## src/rtl/swee_pkg.sv

```systemverilog
// Shared types and constants for the sliding window epoch extractor.
package swee_pkg;

    localparam int CFG_IDX_W  = 2;
    localparam int CFG_DATA_W = 26;

    localparam logic [CFG_IDX_W-1:0] CFG_CHANNEL_COUNT = 2'd0;
    localparam logic [CFG_IDX_W-1:0] CFG_WINDOW_LEN    = 2'd1;
    localparam logic [CFG_IDX_W-1:0] CFG_INTERVAL      = 2'd2;

    localparam logic [6:0]  RESET_CHANNELS  = 7'd1;
    localparam logic [15:0] RESET_WINDOW    = 16'd256;
    localparam logic [25:0] RESET_INTERVAL  = 26'd256000;

    localparam int QUOT_W = 17;
    localparam int REM_W  = 10;

    localparam logic [QUOT_W-1:0] RESET_INT_QUOT = 17'd256;
    localparam logic [REM_W-1:0]  RESET_INT_REM  = 10'd0;

    localparam int MILLI = 1000;

    // floor(2^32 / 1000); quotient estimate is exact or one low for 26-bit inputs
    localparam int RECIP_W = 23;
    localparam logic [RECIP_W-1:0] RECIP_MILLI = 23'd4294967;
    localparam int PROD_W  = CFG_DATA_W + RECIP_W;

    localparam int QUEUE_DEPTH = 4;

    typedef struct packed {
        logic                 ready;
        logic [QUOT_W-1:0]    quot;
        logic [REM_W-1:0]     rem;
    } intv_t;

    typedef struct packed {
        logic first;
        logic last;
    } item_flags_t;

    typedef enum logic {
        BK_LOAD,
        BK_EMIT
    } back_state_t;

endpackage

```

## src/rtl/swee_front.sv

```systemverilog
// Front end: request intake, channel and frame counting, classification.
module swee_front #(
    parameter int MAX_CHANNELS = 64,
    parameter int VAL_W        = 32,
    parameter int SAMPLE_WIDTH = 32,
    parameter int SLOT_W       = 6
) (
    input  logic                               clk,
    input  logic                               rst_n,
    input  logic                               cfg_we,
    input  logic [swee_pkg::CFG_IDX_W-1:0]     cfg_index,
    input  logic [swee_pkg::CFG_DATA_W-1:0]    cfg_data,
    input  logic                               in_valid,
    output logic                               in_stall,
    input  logic [SAMPLE_WIDTH-1:0]            sample_word,
    input  logic                               q_full,
    output logic                               push,
    output logic [VAL_W-1:0]                   push_value,
    output logic [SLOT_W-1:0]                  push_slot,
    output logic [31:0]                        push_frame,
    output swee_pkg::item_flags_t              push_flags
);

    localparam logic [9:0] CH_MAX = 10'(MAX_CHANNELS);

    logic [6:0]        chan_count_reg;
    logic [SLOT_W-1:0] slot_reg;
    logic [SLOT_W-1:0] slot_next;
    logic [31:0]       frame_reg;
    logic [31:0]       frame_next;
    logic [9:0]        chans_eff;
    logic [9:0]        slot_inc;
    logic              last_chan;

    always_comb
    begin
        if (chan_count_reg == 7'd0)
        begin
            chans_eff = 10'd1;
        end
        else if (10'(chan_count_reg) > CH_MAX)
        begin
            chans_eff = CH_MAX;
        end
        else
        begin
            chans_eff = 10'(chan_count_reg);
        end
        slot_inc  = 10'(slot_reg) + 10'd1;
        last_chan = (slot_inc >= chans_eff);
    end

    assign in_stall   = q_full;
    assign push       = in_valid && !q_full;
    assign push_value = sample_word[VAL_W-1:0];
    assign push_slot  = slot_reg;
    assign push_frame = frame_reg;
    assign push_flags = '{first: (slot_reg == '0), last: last_chan};

    always_comb
    begin
        slot_next  = slot_reg;
        frame_next = frame_reg;
        if (push)
        begin
            if (last_chan)
            begin
                slot_next  = '0;
                frame_next = frame_reg + 32'd1;
            end
            else
            begin
                slot_next = slot_inc[SLOT_W-1:0];
            end
        end
    end

    always_ff @(posedge clk or negedge rst_n)
    begin
        if (!rst_n)
        begin
            chan_count_reg <= swee_pkg::RESET_CHANNELS;
            slot_reg       <= '0;
            frame_reg      <= '0;
        end
        else
        begin
            if (cfg_we && cfg_index == swee_pkg::CFG_CHANNEL_COUNT)
            begin
                chan_count_reg <= cfg_data[6:0];
            end
            slot_reg  <= slot_next;
            frame_reg <= frame_next;
        end
    end

endmodule

```

## src/rtl/swee_queue.sv

```systemverilog
// Small request queue between front end and epoch engine.
module swee_queue #(
    parameter int WIDTH = 8,
    parameter int DEPTH = 4
) (
    input  logic             clk,
    input  logic             rst_n,
    input  logic             push,
    input  logic [WIDTH-1:0] din,
    output logic             full,
    input  logic             pop,
    output logic [WIDTH-1:0] dout,
    output logic             empty
);

    localparam int PTR_W = (DEPTH > 1) ? $clog2(DEPTH) : 1;
    localparam int CNT_W = $clog2(DEPTH + 1);
    localparam logic [PTR_W-1:0] PTR_LAST = PTR_W'(DEPTH - 1);
    localparam logic [CNT_W-1:0] CNT_FULL = CNT_W'(DEPTH);

    logic [WIDTH-1:0] data_reg [DEPTH];
    logic [PTR_W-1:0] head_reg;
    logic [PTR_W-1:0] tail_reg;
    logic [CNT_W-1:0] count_reg;
    logic [PTR_W-1:0] head_next;
    logic [PTR_W-1:0] tail_next;
    logic [CNT_W-1:0] count_next;

    assign full  = (count_reg == CNT_FULL);
    assign empty = (count_reg == '0);
    assign dout  = data_reg[head_reg];

    always_comb
    begin
        head_next  = head_reg;
        tail_next  = tail_reg;
        count_next = count_reg;
        if (push)
        begin
            tail_next = (tail_reg == PTR_LAST) ? '0 : tail_reg + PTR_W'(1);
        end
        if (pop)
        begin
            head_next = (head_reg == PTR_LAST) ? '0 : head_reg + PTR_W'(1);
        end
        if (push && !pop)
        begin
            count_next = count_reg + CNT_W'(1);
        end
        else if (pop && !push)
        begin
            count_next = count_reg - CNT_W'(1);
        end
    end

    always_ff @(posedge clk)
    begin
        if (push)
        begin
            data_reg[tail_reg] <= din;
        end
    end

    always_ff @(posedge clk or negedge rst_n)
    begin
        if (!rst_n)
        begin
            head_reg  <= '0;
            tail_reg  <= '0;
            count_reg <= '0;
        end
        else
        begin
            head_reg  <= head_next;
            tail_reg  <= tail_next;
            count_reg <= count_next;
        end
    end

endmodule

```

## src/rtl/swee_interval.sv

```systemverilog
// Interval register split into whole samples and thousandths, by reciprocal multiply.
module swee_interval (
    input  logic                             clk,
    input  logic                             rst_n,
    input  logic                             cfg_we,
    input  logic [swee_pkg::CFG_IDX_W-1:0]   cfg_index,
    input  logic [swee_pkg::CFG_DATA_W-1:0]  cfg_data,
    output swee_pkg::intv_t                  intv
);

    localparam int QW = swee_pkg::QUOT_W;
    localparam int RW = swee_pkg::REM_W;
    localparam int DW = swee_pkg::CFG_DATA_W;
    localparam int PW = swee_pkg::PROD_W;

    logic [DW-1:0] x_reg;
    logic [PW-1:0] prod_reg;
    logic [QW-1:0] q0_reg;
    logic [RW:0]   r0_reg;
    logic [QW-1:0] quot_reg;
    logic [RW-1:0] rem_reg;
    logic [3:0]    stage_reg;
    logic          start;
    logic [DW-1:0] x_clamped;

    assign start     = cfg_we && (cfg_index == swee_pkg::CFG_INTERVAL);
    assign x_clamped = (cfg_data < DW'(swee_pkg::MILLI)) ? DW'(swee_pkg::MILLI) : cfg_data;
    assign intv      = '{ready: (stage_reg == '0), quot: quot_reg, rem: rem_reg};

    always_ff @(posedge clk)
    begin
        if (start)
        begin
            x_reg <= x_clamped;
        end
        if (stage_reg[0])
        begin
            prod_reg <= PW'(x_reg) * PW'(swee_pkg::RECIP_MILLI);
        end
        if (stage_reg[1])
        begin
            q0_reg <= prod_reg[PW-1:32];
        end
        if (stage_reg[2])
        begin
            r0_reg <= (RW+1)'(27'(x_reg) - 27'(q0_reg) * 27'(swee_pkg::MILLI));
        end
    end

    always_ff @(posedge clk or negedge rst_n)
    begin
        if (!rst_n)
        begin
            stage_reg <= '0;
            quot_reg  <= swee_pkg::RESET_INT_QUOT;
            rem_reg   <= swee_pkg::RESET_INT_REM;
        end
        else
        begin
            stage_reg <= {stage_reg[2:0], start};
            if (stage_reg[3])
            begin
                // correct the estimate, at most one low
                if (r0_reg >= (RW+1)'(swee_pkg::MILLI))
                begin
                    quot_reg <= q0_reg + QW'(1);
                    rem_reg  <= RW'(r0_reg - (RW+1)'(swee_pkg::MILLI));
                end
                else
                begin
                    quot_reg <= q0_reg;
                    rem_reg  <= r0_reg[RW-1:0];
                end
            end
        end
    end

endmodule

```

## src/rtl/swee_back.sv

```systemverilog
// Epoch engine: start accumulator, open-epoch table and result emitter.
module swee_back #(
    parameter int MAX_OPEN     = 8,
    parameter int MAX_WINDOW   = 65535,
    parameter int VAL_W        = 32,
    parameter int SAMPLE_WIDTH = 32,
    parameter int SLOT_W       = 6
) (
    input  logic                             clk,
    input  logic                             rst_n,
    input  logic                             cfg_we,
    input  logic [swee_pkg::CFG_IDX_W-1:0]   cfg_index,
    input  logic [swee_pkg::CFG_DATA_W-1:0]  cfg_data,
    input  swee_pkg::intv_t                  intv,
    input  logic                             q_empty,
    input  logic [VAL_W-1:0]                 q_value,
    input  logic [SLOT_W-1:0]                q_slot,
    input  logic [31:0]                      q_frame,
    input  swee_pkg::item_flags_t            q_flags,
    output logic                             pop,
    output logic                             out_valid,
    input  logic                             out_stall,
    output logic [31:0]                      epoch_number,
    output logic [31:0]                      epoch_start,
    output logic [15:0]                      position,
    output logic [5:0]                       channel_id,
    output logic [SAMPLE_WIDTH-1:0]          value_out,
    output logic                             epoch_done,
    output logic                             overflow_seen,
    output logic                             last_of_run
);

    localparam int OPEN_W = (MAX_OPEN > 1) ? $clog2(MAX_OPEN) : 1;
    localparam logic [31:0] WIN_MAX = 32'(MAX_WINDOW);
    localparam int RW = swee_pkg::REM_W;

    swee_pkg::back_state_t state_reg;
    swee_pkg::back_state_t state_next;

    logic [15:0]         window_reg;
    logic [31:0]         win_eff;

    logic [31:0]         open_start_reg  [MAX_OPEN];
    logic [31:0]         open_number_reg [MAX_OPEN];
    logic [MAX_OPEN-1:0] valid_reg;
    logic [MAX_OPEN-1:0] valid_next;
    logic [MAX_OPEN-1:0] mask_reg;
    logic [MAX_OPEN-1:0] mask_next;

    logic [31:0]         next_start_reg;
    logic [RW-1:0]       start_rem_reg;
    logic [31:0]         epochs_reg;
    logic                overflow_reg;

    logic [VAL_W-1:0]    work_value_reg;
    logic [SLOT_W-1:0]   work_slot_reg;
    logic [31:0]         work_frame_reg;
    logic                work_last_reg;

    logic                out_valid_reg;
    logic [31:0]         out_number_reg;
    logic [31:0]         out_start_reg;
    logic [15:0]         out_pos_reg;
    logic [5:0]          out_chan_reg;
    logic [VAL_W-1:0]    out_value_reg;
    logic                out_done_reg;
    logic                out_ovf_reg;
    logic                out_last_reg;

    logic                start_now;
    logic                any_free;
    logic [MAX_OPEN-1:0] free_onehot;
    logic [MAX_OPEN-1:0] keep;
    logic [MAX_OPEN-1:0] new_slot;
    logic [RW:0]         rem_sum;
    logic                carry;

    logic                emit;
    logic                sel_found;
    logic [OPEN_W-1:0]   sel_idx;
    logic [MAX_OPEN-1:0] sel_onehot;
    logic [MAX_OPEN-1:0] rest;
    logic [31:0]         pos_sel;
    logic                done_sel;

    always_comb
    begin
        if (window_reg == 16'd0)
        begin
            win_eff = 32'd1;
        end
        else if (32'(window_reg) > WIN_MAX)
        begin
            win_eff = WIN_MAX;
        end
        else
        begin
            win_eff = 32'(window_reg);
        end
    end

    always_comb
    begin
        start_now   = q_flags.first && (next_start_reg == q_frame);
        free_onehot = '0;
        any_free    = 1'b0;
        for (int s = 0; s < MAX_OPEN; s++)
        begin
            if (!valid_reg[s] && !any_free)
            begin
                free_onehot[s] = 1'b1;
                any_free       = 1'b1;
            end
        end
        for (int s = 0; s < MAX_OPEN; s++)
        begin
            keep[s] = valid_reg[s] && ((q_frame - open_start_reg[s]) < win_eff);
        end
        new_slot = start_now ? free_onehot : '0;
        rem_sum  = (RW+1)'(start_rem_reg) + (RW+1)'(intv.rem);
        carry    = (rem_sum >= (RW+1)'(swee_pkg::MILLI));
    end

    always_comb
    begin
        sel_found  = 1'b0;
        sel_idx    = '0;
        sel_onehot = '0;
        for (int s = 0; s < MAX_OPEN; s++)
        begin
            if (mask_reg[s] && !sel_found)
            begin
                sel_found     = 1'b1;
                sel_idx       = OPEN_W'(s);
                sel_onehot[s] = 1'b1;
            end
        end
        rest     = mask_reg & ~sel_onehot;
        pos_sel  = work_frame_reg - open_start_reg[sel_idx];
        done_sel = (pos_sel == (win_eff - 32'd1)) && work_last_reg;
    end

    always_comb
    begin
        state_next = state_reg;
        valid_next = valid_reg;
        mask_next  = mask_reg;
        pop        = 1'b0;
        emit       = 1'b0;
        case (state_reg)
            swee_pkg::BK_LOAD:
            begin
                if (!q_empty && intv.ready)
                begin
                    pop        = 1'b1;
                    valid_next = keep | new_slot;
                    mask_next  = keep | new_slot;
                    if ((keep | new_slot) != '0)
                    begin
                        state_next = swee_pkg::BK_EMIT;
                    end
                end
            end
            swee_pkg::BK_EMIT:
            begin
                if (!out_valid_reg || !out_stall)
                begin
                    emit      = 1'b1;
                    mask_next = rest;
                    if (done_sel)
                    begin
                        valid_next = valid_reg & ~sel_onehot;
                    end
                    if (rest == '0)
                    begin
                        state_next = swee_pkg::BK_LOAD;
                    end
                end
            end
            default:
            begin
                state_next = swee_pkg::BK_LOAD;
            end
        endcase
    end

    always_ff @(posedge clk or negedge rst_n)
    begin
        if (!rst_n)
        begin
            state_reg      <= swee_pkg::BK_LOAD;
            window_reg     <= swee_pkg::RESET_WINDOW;
            valid_reg      <= '0;
            mask_reg       <= '0;
            next_start_reg <= '0;
            start_rem_reg  <= '0;
            epochs_reg     <= '0;
            overflow_reg   <= 1'b0;
            out_valid_reg  <= 1'b0;
        end
        else
        begin
            state_reg <= state_next;
            valid_reg <= valid_next;
            mask_reg  <= mask_next;
            if (cfg_we && cfg_index == swee_pkg::CFG_WINDOW_LEN)
            begin
                window_reg <= cfg_data[15:0];
            end
            if (pop && start_now)
            begin
                epochs_reg     <= epochs_reg + 32'd1;
                next_start_reg <= next_start_reg + 32'(intv.quot) + 32'(carry);
                start_rem_reg  <= carry ? RW'(rem_sum - (RW+1)'(swee_pkg::MILLI))
                                        : rem_sum[RW-1:0];
                if (!any_free)
                begin
                    overflow_reg <= 1'b1;
                end
            end
            out_valid_reg <= emit || (out_valid_reg && out_stall);
        end
    end

    always_ff @(posedge clk)
    begin
        for (int s = 0; s < MAX_OPEN; s++)
        begin
            if (pop && new_slot[s])
            begin
                open_start_reg[s]  <= q_frame;
                open_number_reg[s] <= epochs_reg;
            end
        end
        if (pop)
        begin
            work_value_reg <= q_value;
            work_slot_reg  <= q_slot;
            work_frame_reg <= q_frame;
            work_last_reg  <= q_flags.last;
        end
        if (emit)
        begin
            out_number_reg <= open_number_reg[sel_idx];
            out_start_reg  <= open_start_reg[sel_idx];
            out_pos_reg    <= pos_sel[15:0];
            out_chan_reg   <= 6'(work_slot_reg);
            out_value_reg  <= work_value_reg;
            out_done_reg   <= done_sel;
            out_ovf_reg    <= overflow_reg;
            out_last_reg   <= (rest == '0);
        end
    end

    assign out_valid     = out_valid_reg;
    assign epoch_number  = out_number_reg;
    assign epoch_start   = out_start_reg;
    assign position      = out_pos_reg;
    assign channel_id    = out_chan_reg;
    assign value_out     = SAMPLE_WIDTH'(out_value_reg);
    assign epoch_done    = out_done_reg;
    assign overflow_seen = out_ovf_reg;
    assign last_of_run   = out_last_reg;

endmodule

```

## src/rtl/sliding_window_epoch_extractor_core.sv

```systemverilog
// Top level of the sliding window epoch extractor.
//
//   channel   handshake            carries
//   -------   ------------------   ------------------------------------------
//   in        in_valid / in_stall  sample_word, one channel of a frame
//   out       out_valid/out_stall  epoch_number .. last_of_run, one per epoch and sample
//   cfg       cfg_we               cfg_index, cfg_data, write only
//
// The epoch engine pops a sample, then emits a result for each open epoch that covers it
// (0 to MAX_OPEN), one per cycle from its output register while no stall holds it.
// A QUEUE_DEPTH-deep queue lets the front end take requests while the engine works.
// After a write of the interval register the engine waits for the divide by 1000.
// Reset is asynchronous and leaves the block ready at once: no clearing pass.
// A stall on the output holds the result register; the queue absorbs input meanwhile.
module sliding_window_epoch_extractor_core #(
    parameter int MAX_CHANNELS = 64,
    parameter int MAX_OPEN     = 8,
    parameter int MAX_WINDOW   = 65535,
    parameter int SAMPLE_WIDTH = 32
) (
    input  logic                             clk,
    input  logic                             rst_n,
    input  logic                             cfg_we,
    input  logic [swee_pkg::CFG_IDX_W-1:0]   cfg_index,
    input  logic [swee_pkg::CFG_DATA_W-1:0]  cfg_data,
    input  logic                             in_valid,
    output logic                             in_stall,
    input  logic [SAMPLE_WIDTH-1:0]          sample_word,
    output logic                             out_valid,
    input  logic                             out_stall,
    output logic [31:0]                      epoch_number,
    output logic [31:0]                      epoch_start,
    output logic [15:0]                      position,
    output logic [5:0]                       channel_id,
    output logic [SAMPLE_WIDTH-1:0]          value_out,
    output logic                             epoch_done,
    output logic                             overflow_seen,
    output logic                             last_of_run
);

    localparam int VAL_W  = (SAMPLE_WIDTH < 32) ? SAMPLE_WIDTH : 32;
    localparam int SLOT_W = (MAX_CHANNELS > 1) ? $clog2(MAX_CHANNELS) : 1;
    localparam int QW     = VAL_W + SLOT_W + 32 + $bits(swee_pkg::item_flags_t);

    logic                  push;
    logic [VAL_W-1:0]      push_value;
    logic [SLOT_W-1:0]     push_slot;
    logic [31:0]           push_frame;
    swee_pkg::item_flags_t push_flags;
    logic                  q_full;
    logic                  q_empty;
    logic                  pop;
    logic [QW-1:0]         q_din;
    logic [QW-1:0]         q_dout;
    logic [VAL_W-1:0]      q_value;
    logic [SLOT_W-1:0]     q_slot;
    logic [31:0]           q_frame;
    swee_pkg::item_flags_t q_flags;
    swee_pkg::intv_t       intv;

    assign q_din = {push_value, push_slot, push_frame, push_flags};
    assign {q_value, q_slot, q_frame, q_flags} = q_dout;

    swee_front #(
        .MAX_CHANNELS (MAX_CHANNELS),
        .VAL_W        (VAL_W),
        .SAMPLE_WIDTH (SAMPLE_WIDTH),
        .SLOT_W       (SLOT_W)
    ) u_front (
        .clk         (clk),
        .rst_n       (rst_n),
        .cfg_we      (cfg_we),
        .cfg_index   (cfg_index),
        .cfg_data    (cfg_data),
        .in_valid    (in_valid),
        .in_stall    (in_stall),
        .sample_word (sample_word),
        .q_full      (q_full),
        .push        (push),
        .push_value  (push_value),
        .push_slot   (push_slot),
        .push_frame  (push_frame),
        .push_flags  (push_flags)
    );

    swee_queue #(
        .WIDTH (QW),
        .DEPTH (swee_pkg::QUEUE_DEPTH)
    ) u_queue (
        .clk   (clk),
        .rst_n (rst_n),
        .push  (push),
        .din   (q_din),
        .full  (q_full),
        .pop   (pop),
        .dout  (q_dout),
        .empty (q_empty)
    );

    swee_interval u_interval (
        .clk       (clk),
        .rst_n     (rst_n),
        .cfg_we    (cfg_we),
        .cfg_index (cfg_index),
        .cfg_data  (cfg_data),
        .intv      (intv)
    );

    swee_back #(
        .MAX_OPEN     (MAX_OPEN),
        .MAX_WINDOW   (MAX_WINDOW),
        .VAL_W        (VAL_W),
        .SAMPLE_WIDTH (SAMPLE_WIDTH),
        .SLOT_W       (SLOT_W)
    ) u_back (
        .clk           (clk),
        .rst_n         (rst_n),
        .cfg_we        (cfg_we),
        .cfg_index     (cfg_index),
        .cfg_data      (cfg_data),
        .intv          (intv),
        .q_empty       (q_empty),
        .q_value       (q_value),
        .q_slot        (q_slot),
        .q_frame       (q_frame),
        .q_flags       (q_flags),
        .pop           (pop),
        .out_valid     (out_valid),
        .out_stall     (out_stall),
        .epoch_number  (epoch_number),
        .epoch_start   (epoch_start),
        .position      (position),
        .channel_id    (channel_id),
        .value_out     (value_out),
        .epoch_done    (epoch_done),
        .overflow_seen (overflow_seen),
        .last_of_run   (last_of_run)
    );

endmodule

```

## config.mk

```make
export PLATFORM = sky130hd
export DESIGN_NAME = sliding_window_epoch_extractor_core
export DESIGN_NICKNAME = d
export VERILOG_FILES = /design/src/rtl/swee_pkg.sv /design/src/rtl/swee_front.sv /design/src/rtl/swee_queue.sv /design/src/rtl/swee_interval.sv /design/src/rtl/swee_back.sv /design/src/rtl/sliding_window_epoch_extractor_core.sv
export SDC_FILE = /design/constraint.sdc
export NUM_CORES = 2
export LEC_CHECK = 0
export ABC_AREA = 1
export BUFFER_PORTS_ARGS = -buffer_cell sky130_fd_sc_hd__clkbuf_2
export CAP_MARGIN = 40
export CELL_PAD_IN_SITES_DETAIL_PLACEMENT = 2
export CELL_PAD_IN_SITES_GLOBAL_PLACEMENT = 2
export CORE_ASPECT_RATIO = 1.4
export CORE_UTILIZATION = 44
export CTS_CLUSTER_SIZE = 40
export DETAILED_ROUTE_END_ITERATION = 10
export PLACE_DENSITY = 0.95
export SYNTH_ARGS = -nofsm -noshare
export SYNTH_HDL_FRONTEND = slang
export SYNTH_HIERARCHICAL = 1
export SYNTH_SLANG_ARGS = --single-unit
```

## constraint.sdc

```tcl
create_clock -name clk -period 16.3 [get_ports clk]
set_clock_uncertainty 0.05 [all_clocks]
set_input_delay 1.63 -clock clk [delete_from_list [all_inputs] [get_ports clk]]
set_output_delay 1.63 -clock clk [all_outputs]
set_load 0.01 [all_outputs]
```

==> flow_metrics.py <==
metrics = {
    "global_routing": {
        "gr-usage-all-layers_pct": 45.4,
        "antenna_found_initial": 46,
        "grt_first_pass_wirelength_um": 625000,
        "grt_pass1_vias": 88300,
        "grt_overflow_total": 0,
        "grt_max_degree": 168,
    },
    "synthesis": {
        "ys_ff_latch": 1255,
        "syn_avg_cell_area_um2": 9.07,
        "ys_seq_area_share_pct": 44.5,
        "synth_area_mm2": 0.0826,
        "synth_cells": 9108,
        "syn-num-nets": 10100,
        "synthArstFlopShare_pct": 15.3,
        "ys_dominant_reg_cell": "edfxtp_1",
        "yosysUniqueCellTypes": 69,
        "synth_edf_count": 1063,
        "synth_warnings": 6,
    },
    "route": {
        "avgRoutedWirePerCell_um": 36.4,
        "ant_nets": 0,
        "num_vias": 78700,
        "finalWirelength_um": 434000,
        "drtIter0Drc": 7816,
        "viasPerCell": 6.59,
        "drc": 0,
        "drt_first_pass_iters": 6,
    },
    "die": {
        "start_util_pct": 44.4,
        "coreArea_mm2": 0.186,
        "rows": 187,
        "die_w_um": 368,
        "die_area_mm2": 0.189,
        "io_pins": 188,
        "die_height_um": 515,
    },
    "critical_path": {
        "r2r_cells": 25,
        "worstPathArrival_ns": 9.26,
        "cp_max_fo": 167,
        "cp-end-kind": "register",
        "criticalPathCategory": "reg -> reg",
        "cpPeakStageDelay_ns": 0.72,
        "cp-start-kind": "register",
        "required_ns": 17.05,
        "reg2reg_slack_ns": 7.79,
        "cpMaxStageDelayCell": "inv_8",
        "timing.rr.end": "u_back/mask_reg[7]",
        "r2r-start": "u_queue/head_reg[0]",
    },
    "clock_network": {
        "cts_buffers": 140,
        "clock-sinks": 1255,
        "cts_root_buf": "clkbuf_16",
        "post_cts_buffers": 0,
        "clockBufferDepth": 3,
        "cts.htree.levels": 4,
        "hold_buffers": 0,
        "clk_pin_slew_worst_paths_ns": 0.07,
        "cts_tree": "built",
        "clk_latency_ns": 0.90,
        "ctsResizeCount": 0,
    },
    "pwr": {
        "p_per_area_mw_per_mm2": 227,
        "ir_drop_mv": 0.162,
        "p_leak_nw": 40.6,
    },
    "cells_and_area": {
        "syn_to_final_growth_pct": 11.4,
        "largest_register_ff_count": 288,
        "mostFrequentLayoutCell": "nand2_1",
        "fin_nets": 10300,
        "drive_gt1_share_pct": 7.39,
        "design_area_mm2": 0.0920,
        "most-common-layout-cells": "1771 x nand2_1, 1441 x inv_1, 1063 x edfxtp_1, 731 x ha_1, 715 x nor2_1",
        "fillers": 19700,
    },
    "sta": {
        "slew_viol_final": 0,
        "tightest_slew_ns": 1.19,
        "finalCritPeriodShare_pct": 52.2,
        "setup_ws_ns": 7.79,
        "rsz0062_at_grt": "no",
        "fmax_mhz": 118,
        "period_minus_slack_ns": 8.51,
        "tns_ns": 0,
        "setup_viol": 0,
        "slew_headroom_pct": 20.0,
        "final_hold_viol_count": 0,
    },
    "min_path": {
        "whs_path_depth": 0,
        "worstHoldStart": "u_back/work_value_reg[4]",
        "holdPathEnd": "u_back/value_out[4]",
        "hp-class": "reg -> reg",
    },
    "outcome": {
        "status": "complete, no violations",
    },
    "place": {
        "dp_slack_ns": 8.67,
        "place.gp.congestion": 0.997,
        "hpwl_um": 273000,
        "place_area_mm2": 0.0868,
        "numPortBuffers": 187,
    },
    "flow_run": {
        "cap_violations": 0,
    },
}
==> stage by stage <==
stage,hold slack (ns),power [mW],utilization [%],instances
2_1_floorplan,0.350,11.2,-,9108
3_3_place_gp,0.353,14.1,46.3,11600
3_5_place_dp,0.355,15.5,46.6,11600
4_1_cts,0.370,20.1,49.3,11900
5_1_grt,0.378,21.4,49.4,11900
6_report,0.367,20.9,49.4,11900
==> critical path, delay by kind of cell, from the launching register on <==
kind,cells,cell delay (ns)
AO/OA/AOI/OAI,10,3.07
AND/OR/NAND/NOR,9,2.35
buffers and inverters,3,1.52
adder cells (fa/ha/maj),2,0.64
flip-flops,1,0.48
XOR/XNOR,1,0.24
==> cells by family (layout without fill, tap and decap cells) <==
logic type / Yosys count / after routing / synth area share, %
adders and majority gates: 919 / 919 / 15.6
AOI/OAI and AO/OA: 1603 / 1603 / 11.0
and+or+nand+nor: 3262 / 3262 / 16.7
buffers and inverters: 1694 / 2040 / 8.10
other: 0 / 33 / 0
xor gates and xnor gates: 370 / 370 / 3.96
DFF: 1255 / 1255 / 44.5
muxes: 5 / 5 / 0.0682
==> final cells by class <==
class / count / area [um2] / share of cell area (%)
Antenna cell: 33 / 82.6 / 0.0898
Clock buffer: 179 / 3760 / 4.09
Clock inverter: 79 / 1150 / 1.25
Inverter: 1463 / 5510 / 5.99
Multi-Input combinational cell: 6159 / 39300 / 42.7
Sequential cell: 1255 / 36700 / 39.9
Tap cell: 2457 / 3070 / 3.34
Timing Repair Buffer: 319 / 2400 / 2.61
==> metal layers <==
| metal | vias to the layer above | track usage [%] | share of wire [%] |
|---|---|---|---|
| met2 | 5634 | 75.4 | 48 |
| met3 | 2664 | 13.7 | 8.6 |
| li1 | 31100 | - | - |
| met5 | - | 0.154 | 0.031 |
| met1 | 39300 | 45.4 | 33 |
| met4 | 16 | 42.4 | 11 |
==> how the worst max path moves through the flow <==
stage                                    to  slack, ns  cells after the start                start
3_5_place_dp            u_back/valid_reg[4]       8.67                     28   u_back/mask_reg[0]
5_1_grt                  u_back/mask_reg[7]       7.69                     25  u_queue/head_reg[0]
3_3_place_gp            u_back/valid_reg[4]       9.12                     30   u_back/mask_reg[1]
2_1_floorplan  u_back/open_number_reg[2][0]       8.52                     15  u_queue/head_reg[0]
4_1_cts                  u_back/mask_reg[7]       8.37                     25  u_queue/head_reg[0]
6_report                 u_back/mask_reg[7]       7.79                     25  u_queue/head_reg[0]
==> power by group <==
part           internal [mW]  switching, mW  total, mW
logic                   3.66           9.34       13.0
registers               4.04          0.227       4.27
clock network           1.94           1.65       3.59
total                   9.64           11.2       20.9
==> synthesized netlist by cell type, drive strengths merged (129+ instances only) <==
| master | count | area share, % |
|---|---|---|
| o211ai | 176 | 1.6 |
| o21ai | 601 | 3.6 |
| a21oi | 535 | 3.2 |
| ha | 731 | 11 |
| fa | 188 | 4.6 |
| xnor2 | 129 | 1.4 |
| edfxtp | 1063 | 39 |
| nand2 | 1816 | 8.4 |
| xor2 | 240 | 2.6 |
| nand3 | 389 | 2.5 |
| inv | 1461 | 6.6 |
| dfrtp | 189 | 5.7 |
| nor2 | 754 | 3.6 |
Note: power is estimated with default switching activity, not from simulation.
